==> src/hdl/sccs_pkg.sv <==
// Shared constants and types for the spot cone / sphere cull block.
// No dependencies; imported by sccs_mul, spot_cone_sphere_cull and tb_top.
package sccs_pkg;

    localparam int COORD_W_DEF = 32;
    localparam int DIR_W       = 16;
    localparam int DIR_FRAC    = 14;
    localparam int COORD_FRAC  = 16;
    localparam int PL_SHIFT    = 2 * (COORD_FRAC - DIR_FRAC);
    localparam int OFS_W       = 31;
    localparam int TRIG_W      = 17;
    localparam int TRIG2_W     = 2 * TRIG_W;
    localparam int INV_W       = 32;
    localparam int CFG_IDX_W   = 3;
    localparam int CFG_DATA_W  = 32;
    localparam int MUL_LIMB    = 32;
    localparam int MUL_LAT     = 5;

    localparam logic [TRIG_W-1:0] COS_RST = TRIG_W'(1) << COORD_FRAC;
    localparam logic [INV_W-1:0]  INV_RST = '1;

    typedef enum logic [CFG_IDX_W-1:0] {
        REG_BOUND_OFFSET = 3'd0,
        REG_BOUND_RADIUS = 3'd1,
        REG_SIN          = 3'd2,
        REG_COS          = 3'd3,
        REG_INV_SIN      = 3'd4
    } t_cfg_reg;

endpackage

==> src/hdl/sccs_mul.sv <==
// Pipelined wide multiplier built from 32x32 limb products.
// Stages: magnitude, partial products, row sums, final sum, sign. Depends on sccs_pkg.
module sccs_mul #(
    parameter int A_W    = 32,
    parameter int B_W    = 32,
    parameter bit SIGNED = 1'b0
) (
    input  logic               i_clk,
    input  logic [A_W-1:0]     i_a,
    input  logic [B_W-1:0]     i_b,
    output logic [A_W+B_W-1:0] o_p
);
    import sccs_pkg::*;

    localparam int NA    = (A_W + MUL_LIMB - 1) / MUL_LIMB;
    localparam int NB    = (B_W + MUL_LIMB - 1) / MUL_LIMB;
    localparam int AP_W  = NA * MUL_LIMB;
    localparam int BP_W  = NB * MUL_LIMB;
    localparam int PP_W  = 2 * MUL_LIMB;
    localparam int ROW_W = AP_W + MUL_LIMB;
    localparam int SUM_W = AP_W + BP_W;
    localparam int P_W   = A_W + B_W;

    logic [A_W-1:0]   n_am;
    logic [B_W-1:0]   n_bm;
    logic [AP_W-1:0]  r_a, n_a;
    logic [BP_W-1:0]  r_b, n_b;
    logic             n_neg;
    logic [3:0]       r_neg;
    logic [PP_W-1:0]  r_pp [NA*NB];
    logic [PP_W-1:0]  n_pp [NA*NB];
    logic [ROW_W-1:0] r_row [NB];
    logic [ROW_W-1:0] n_row [NB];
    logic [SUM_W-1:0] n_sum;
    logic [P_W-1:0]   r_sum;
    logic [P_W-1:0]   r_p, n_p;

    always_comb begin
        n_neg = SIGNED && (i_a[A_W-1] ^ i_b[B_W-1]);
        n_am  = (SIGNED && i_a[A_W-1]) ? (~i_a + A_W'(1)) : i_a;
        n_bm  = (SIGNED && i_b[B_W-1]) ? (~i_b + B_W'(1)) : i_b;
        n_a   = AP_W'(n_am);
        n_b   = BP_W'(n_bm);
    end

    always_comb begin
        for (int i = 0; i < NA; i++) begin
            for (int j = 0; j < NB; j++) begin
                n_pp[i*NB+j] = PP_W'(r_a[i*MUL_LIMB +: MUL_LIMB])
                             * PP_W'(r_b[j*MUL_LIMB +: MUL_LIMB]);
            end
        end
    end

    always_comb begin
        for (int j = 0; j < NB; j++) begin
            n_row[j] = '0;
            for (int i = 0; i < NA; i++) begin
                n_row[j] = n_row[j] + (ROW_W'(r_pp[i*NB+j]) << (i * MUL_LIMB));
            end
        end
    end

    always_comb begin
        n_sum = '0;
        for (int j = 0; j < NB; j++) begin
            n_sum = n_sum + (SUM_W'(r_row[j]) << (j * MUL_LIMB));
        end
    end

    assign n_p = r_neg[3] ? (~r_sum + P_W'(1)) : r_sum;

    always_ff @(posedge i_clk) begin
        r_a   <= n_a;
        r_b   <= n_b;
        r_neg <= {r_neg[2:0], n_neg};
        r_pp  <= n_pp;
        r_row <= n_row;
        r_sum <= n_sum[P_W-1:0];
        r_p   <= n_p;
    end

    assign o_p = r_p;

endmodule

==> config.mk <==
export PLATFORM = sky130hd
export DESIGN_NAME = sccs_mul
export DESIGN_NICKNAME = d
export VERILOG_FILES = /design/src/hdl/sccs_pkg.sv /design/src/hdl/sccs_mul.sv
export SDC_FILE = /design/constraint.sdc
export NUM_CORES = 2
export LEC_CHECK = 0
export BUFFER_PORTS_ARGS = -buffer_cell sky130_fd_sc_hd__buf_2
export CAP_MARGIN = 25
export CORE_MARGIN = 8
export CORE_UTILIZATION = 66
export CTS_BUF_LIST = sky130_fd_sc_hd__clkbuf_4
export DETAILED_ROUTE_END_ITERATION = 8
export PLACE_DENSITY = 0.93
export SLEW_MARGIN = 20
export SYNTH_ARGS = -nofsm -noshare
export SYNTH_HDL_FRONTEND = slang
export SYNTH_SLANG_ARGS = --single-unit
==> constraint.sdc <==
create_clock -name i_clk -period 16.7 [get_ports i_clk]
set_clock_uncertainty 0.1 [all_clocks]
set_input_delay 3.34 -clock i_clk [delete_from_list [all_inputs] [get_ports i_clk]]
set_output_delay 3.34 -clock i_clk [all_outputs]
set_load 0.005 [all_outputs]
# --- After elaboration in Yosys (flattened, before gate mapping) ---
# Index checks and enable logic that the tools add are counted.
classes:
  n_mul: 1
ops:
  columns: ["operator", "n"]
  rows:
  - ["$mul A32 B32 Y64", 1]
word_totals:
  inputBits: 65
  register_bits: 320
  output_inout_bits: 64
  wordCells: 7

# --- Logic depth before layout (Yosys ltp) ---
depth:
  depth_word: 1
  mapped_depth: 29
  ltp_nobuf: 27

# --- Worst setup path after synthesis ---
# OpenSTA, ideal clock, no wires.
synth_path:
  path_kind: "register -> register"
  from: "register r_a[25]"
  to: "register r_pp[57] in the netlist's numbering"
  setup_slack_ps: 9688
  setup_time_ps: 126
  required_time_ps: 16474
  stages_incl_launch_ff: 26
  arrival_ps: 6786
  path_cell_list: "dfxtp_1 -> clkbuf_1 -> nand2_1 -> fa_1 -> inv_1 -> fa_1 -> inv_1 -> fa_1 -> inv_1 -> fa_1 -> fa_1 -> fa_1 -> fa_1 -> inv_1 -> fa_1 -> inv_1 -> ha_1 -> nand2_1 -> nor2_1 -> and2_1 -> and3_1 -> nand4_1 -> or3_4 -> a31oi_4 -> a41oi_2 -> xnor2_1"
synth_lines:
  columns: ["element", "line_no", "source"]
  rows:
  - ["start, declared", "sccs_mul.sv:26", "logic [AP_W-1:0] r_a, n_a;"]
  - ["start signal, assigned", "sccs_mul.sv:74", "r_a <= n_a;"]
  - ["end signal, assigned", "sccs_mul.sv:77", "r_pp <= n_pp;"]
  - ["end, declared", "sccs_mul.sv:30", "logic [PP_W-1:0] r_pp [NA*NB];"]

==> impl_metrics.env <==
export IMPL_core_rowCount=90
export IMPL_clk_path_buf_depth=3
export IMPL_detail_route_vias_per_cell=5.88
export IMPL_final_max_slew_viol_count=0
export IMPL_cts_setup_buffers=0
export IMPL_ios=129
export IMPL_cp_endpoint="r_pp[54]"
export IMPL_nets=5308
export IMPL_crit_top_cell="fa_1"
export IMPL_required_ns=17.35
export IMPL_synthesis_area_um2=39900
export IMPL_yosysWarnings=0
export IMPL_antenna_found_initial=3
export IMPL_syn_nets=5260
export IMPL_grt_pass1_wl_mm=167
export IMPL_drc=2
export IMPL_dpl_cell_count=4779
export IMPL_cts_root_buffer="clkbuf_4"
export IMPL_ctsHoldBuffers=0
export IMPL_hp_class="flop to flop"
export IMPL_fin_area_um2=42400
export IMPL_period_minus_slack_ns=8.13
export IMPL_drtIter0Drc=2667
export IMPL_yosys_area_share_simple_pct=15.6
export IMPL_fin_setup_tns_ns=0
export IMPL_synth_cells=4036
export IMPL_cp_start_kind="flop"
export IMPL_area_growth_pct=6.27
export IMPL_synth_adder_area_share_pct=53.2
export IMPL_fin_crit_sh_pct=48.7
export IMPL_path_delay_family="adder cells"
export IMPL_setup_viol_count_final=0
export IMPL_fillCellCount=3929
export IMPL_clk_pin_slew_ns=0.07
export IMPL_synth_xor_area_share_pct=1.27
export IMPL_cap_violations=0
export IMPL_ctsResizeCount=0
export IMPL_rsz0062_at_grt="no"
export IMPL_clock_latency_ns=0.98
export IMPL_grtUsageTotal_pct=31.4
export IMPL_synth_flop_cell="dfxtp_1"
export IMPL_via_count=29000
export IMPL_grt_pass1_vias=32700
export IMPL_cp_end_kind="flop"
export IMPL_syn_area_per_cell_um2=9.88
export IMPL_rr_endpoint="r_pp[54]"
export IMPL_die_w_um=262
export IMPL_final_seq_area_um2=6410
export IMPL_synth_compound_area_share_pct=3.61
export IMPL_rr_worst_depth=21
export IMPL_path_buf_inv=3
export IMPL_instances_no_fill=4931
export IMPL_cp_cell_sequence="buf_4 > and2_1 > fa_1 > fa_1 > inv_1 > fa_1 > fa_1 > inv_1 > fa_1 > fa_1 > fa_1 > fa_1 > ha_1 > a21o_1 > a31oi_1 > a21oi_1 > or3_1 > o21ai_2 > nand2_1 > a41oi_1 > xnor2_1"
export IMPL_cts_made_buffers=81
export IMPL_max_freq_mhz=123
export IMPL_wl_per_cell_um=21.1
export IMPL_grt_max_degree=33
export IMPL_cp_slowest_cell="fa_1"
export IMPL_die_area_um2=68500
export IMPL_dpl_cell_area_um2=41100
export IMPL_crit_start="r_a[18]"
export IMPL_ys_ff_latch=320
export IMPL_slew_headroom_pct=44.6
export IMPL_gp_congestion=0.949
export IMPL_synthDistinctLibCells=61
export IMPL_cts_tree="built"
export IMPL_numPortBuffers=128
export IMPL_fp_dieH_um=262
export IMPL_rrSetupSlack_ns=8.57
export IMPL_drive_gt1_share_pct=8.35
export IMPL_synth_yosys_seq_area_share_pct=16.1
export IMPL_max_stage_delay_ns=0.79
export IMPL_dr_pass1_iters=8
export IMPL_hold_viol=0
export IMPL_hpwl_mm=78.9
export IMPL_worst_path_stages=21
export IMPL_gr_total_overflow=0
export IMPL_outcome="finished, violations left"
export IMPL_cts_sinks=320
export IMPL_coreArea_um2=60000
export IMPL_violations="DRC"
export IMPL_synth_edf_count=0
export IMPL_htreeDepth=3
export IMPL_crit_arrival_ns=8.78
export IMPL_wirelength_mm=104
export IMPL_tightest_slew_ns=0.830
export IMPL_synth_top_family_by_area="adder cells"
export IMPL_synth_mux_area_share_pct=0
export IMPL_async_reset_ff_share_pct=0
export IMPL_multi_input_area_um2=29400
export IMPL_initial_core_util_pct=66.4
export IMPL_drt_antenna_violating_nets=0
export IMPL_worstPathMaxFanout=23
export IMPL_crit_type="flop to flop"
export IMPL_crit_reg2reg_launch="r_a[18]"
[worst register-to-register path: stages, from the launching register on]
cell and delay [ns]:
dfxtp_1 0.59, buf_4 0.37, and2_1 0.20, fa_1 0.44
fa_1 0.54, inv_1 0.07, fa_1 0.46, fa_1 0.56
inv_1 0.07, fa_1 0.79, fa_1 0.55, fa_1 0.60
fa_1 0.45, ha_1 0.38, a21o_1 0.21, a31oi_1 0.23
a21oi_1 0.10, or3_1 0.37, o21ai_2 0.39, nand2_1 0.18
a41oi_1 0.25, xnor2_1 0.14
[placed cells by master (no fill, tap or decap), drive strengths merged, types with 10 or more instances in the layout]
master	netlist	routed
fa	896	896
inv	865	867
and2	604	604
nand2	483	483
dfxtp	320	320
ha	263	263
buf	4	185
clkbuf	216	117
a21oi	64	64
nor2	40	40
o21ai	40	40
xnor2	39	39
a21o	34	34
nand4	20	20
xor2	19	19
clkinv	0	16
o21bai	15	15
nand3	14	14
a31oi	13	13
nor3	10	10
[cell usage after synthesis, drive strengths merged, types with 19 or more instances]
cell / count / share of area, %
inv: 865 / 8.1
nor2: 40 / 0.38
nand2: 483 / 4.6
clkbuf: 216 / 2.0
ha: 263 / 8.3
fa: 896 / 45
a21o: 34 / 0.64
nand4: 20 / 0.31
xor2: 19 / 0.42
and2: 604 / 9.5
a21oi: 64 / 0.86
xnor2: 39 / 0.86
o21ai: 40 / 0.52
dfxtp: 320 / 16
[metrics by stage]
step | hold WS (ns) | util [%] | setup slack, ns
after floorplan | 0.210 | - | 9.69
after global placement | 0.210 | 68.4 | 8.92
final | 0.0554 | 70.6 | 8.57
after global routing | 0.0475 | 70.6 | 8.40
after CTS | 0.129 | 70.5 | 8.61
after detailed placement | 0.212 | 68.5 | 8.72
[kinds of logic (layout without fill, tap and decap cells)]
group                    after synthesis  after routing
AO/OA/AOI/OAI                        212            212
other                                  0              5
AND/OR/NAND/NOR                     1202           1202
adder cells (fa/ha/maj)             1159           1159
flip-flops                           320            320
XOR/XNOR                              58             58
buffers and inverters               1085           1193
[worst min path at each step]
stage	start	end	slack, ns	depth (start not counted)
6_report	r_row[39]	r_sum[39]	0.06	0
5_1_grt	r_row[39]	r_sum[39]	0.05	0
4_1_cts	r_row[39]	r_sum[39]	0.13	0
3_5_place_dp	r_sum[11]	o_p[11]	0.21	0
3_3_place_gp	r_sum[2]	o_p[2]	0.21	0
2_1_floorplan	r_sum[0]	o_p[0]	0.21	0
[metal layers]
layer	GRT usage [%]	vias up	share of wire (%)	wire length, µm
met5	0	-	0	0
met4	27.0	0	9.9	10300
met3	6.35	682	9.7	10200
met2	52.6	1923	49	51100
met1	34.1	14500	31	32600
li1	-	11900	-	-
[flip-flops by register name, indices dropped and copies added (netlist names)]
register / count
o_p: 64
r_a: 32
r_b: 32
r_pp: 64
r_row: 64
r_sum: 64
[layout make-up]
class | instances | share of cell area (%)
clock buffer | 117 | 2.07
multi-input combinational | 2631 | 69.4
sequential | 320 | 15.1
timing repair buffer | 185 | 2.65
tap | 782 | 2.31
clock inverter | 26 | 0.785
inverter | 865 | 7.66
antenna | 5 | 0.0295
Power is left out: the tool's default activity adds up to more than one toggle a clock period on the data nets, which glitch-free logic cannot reach.
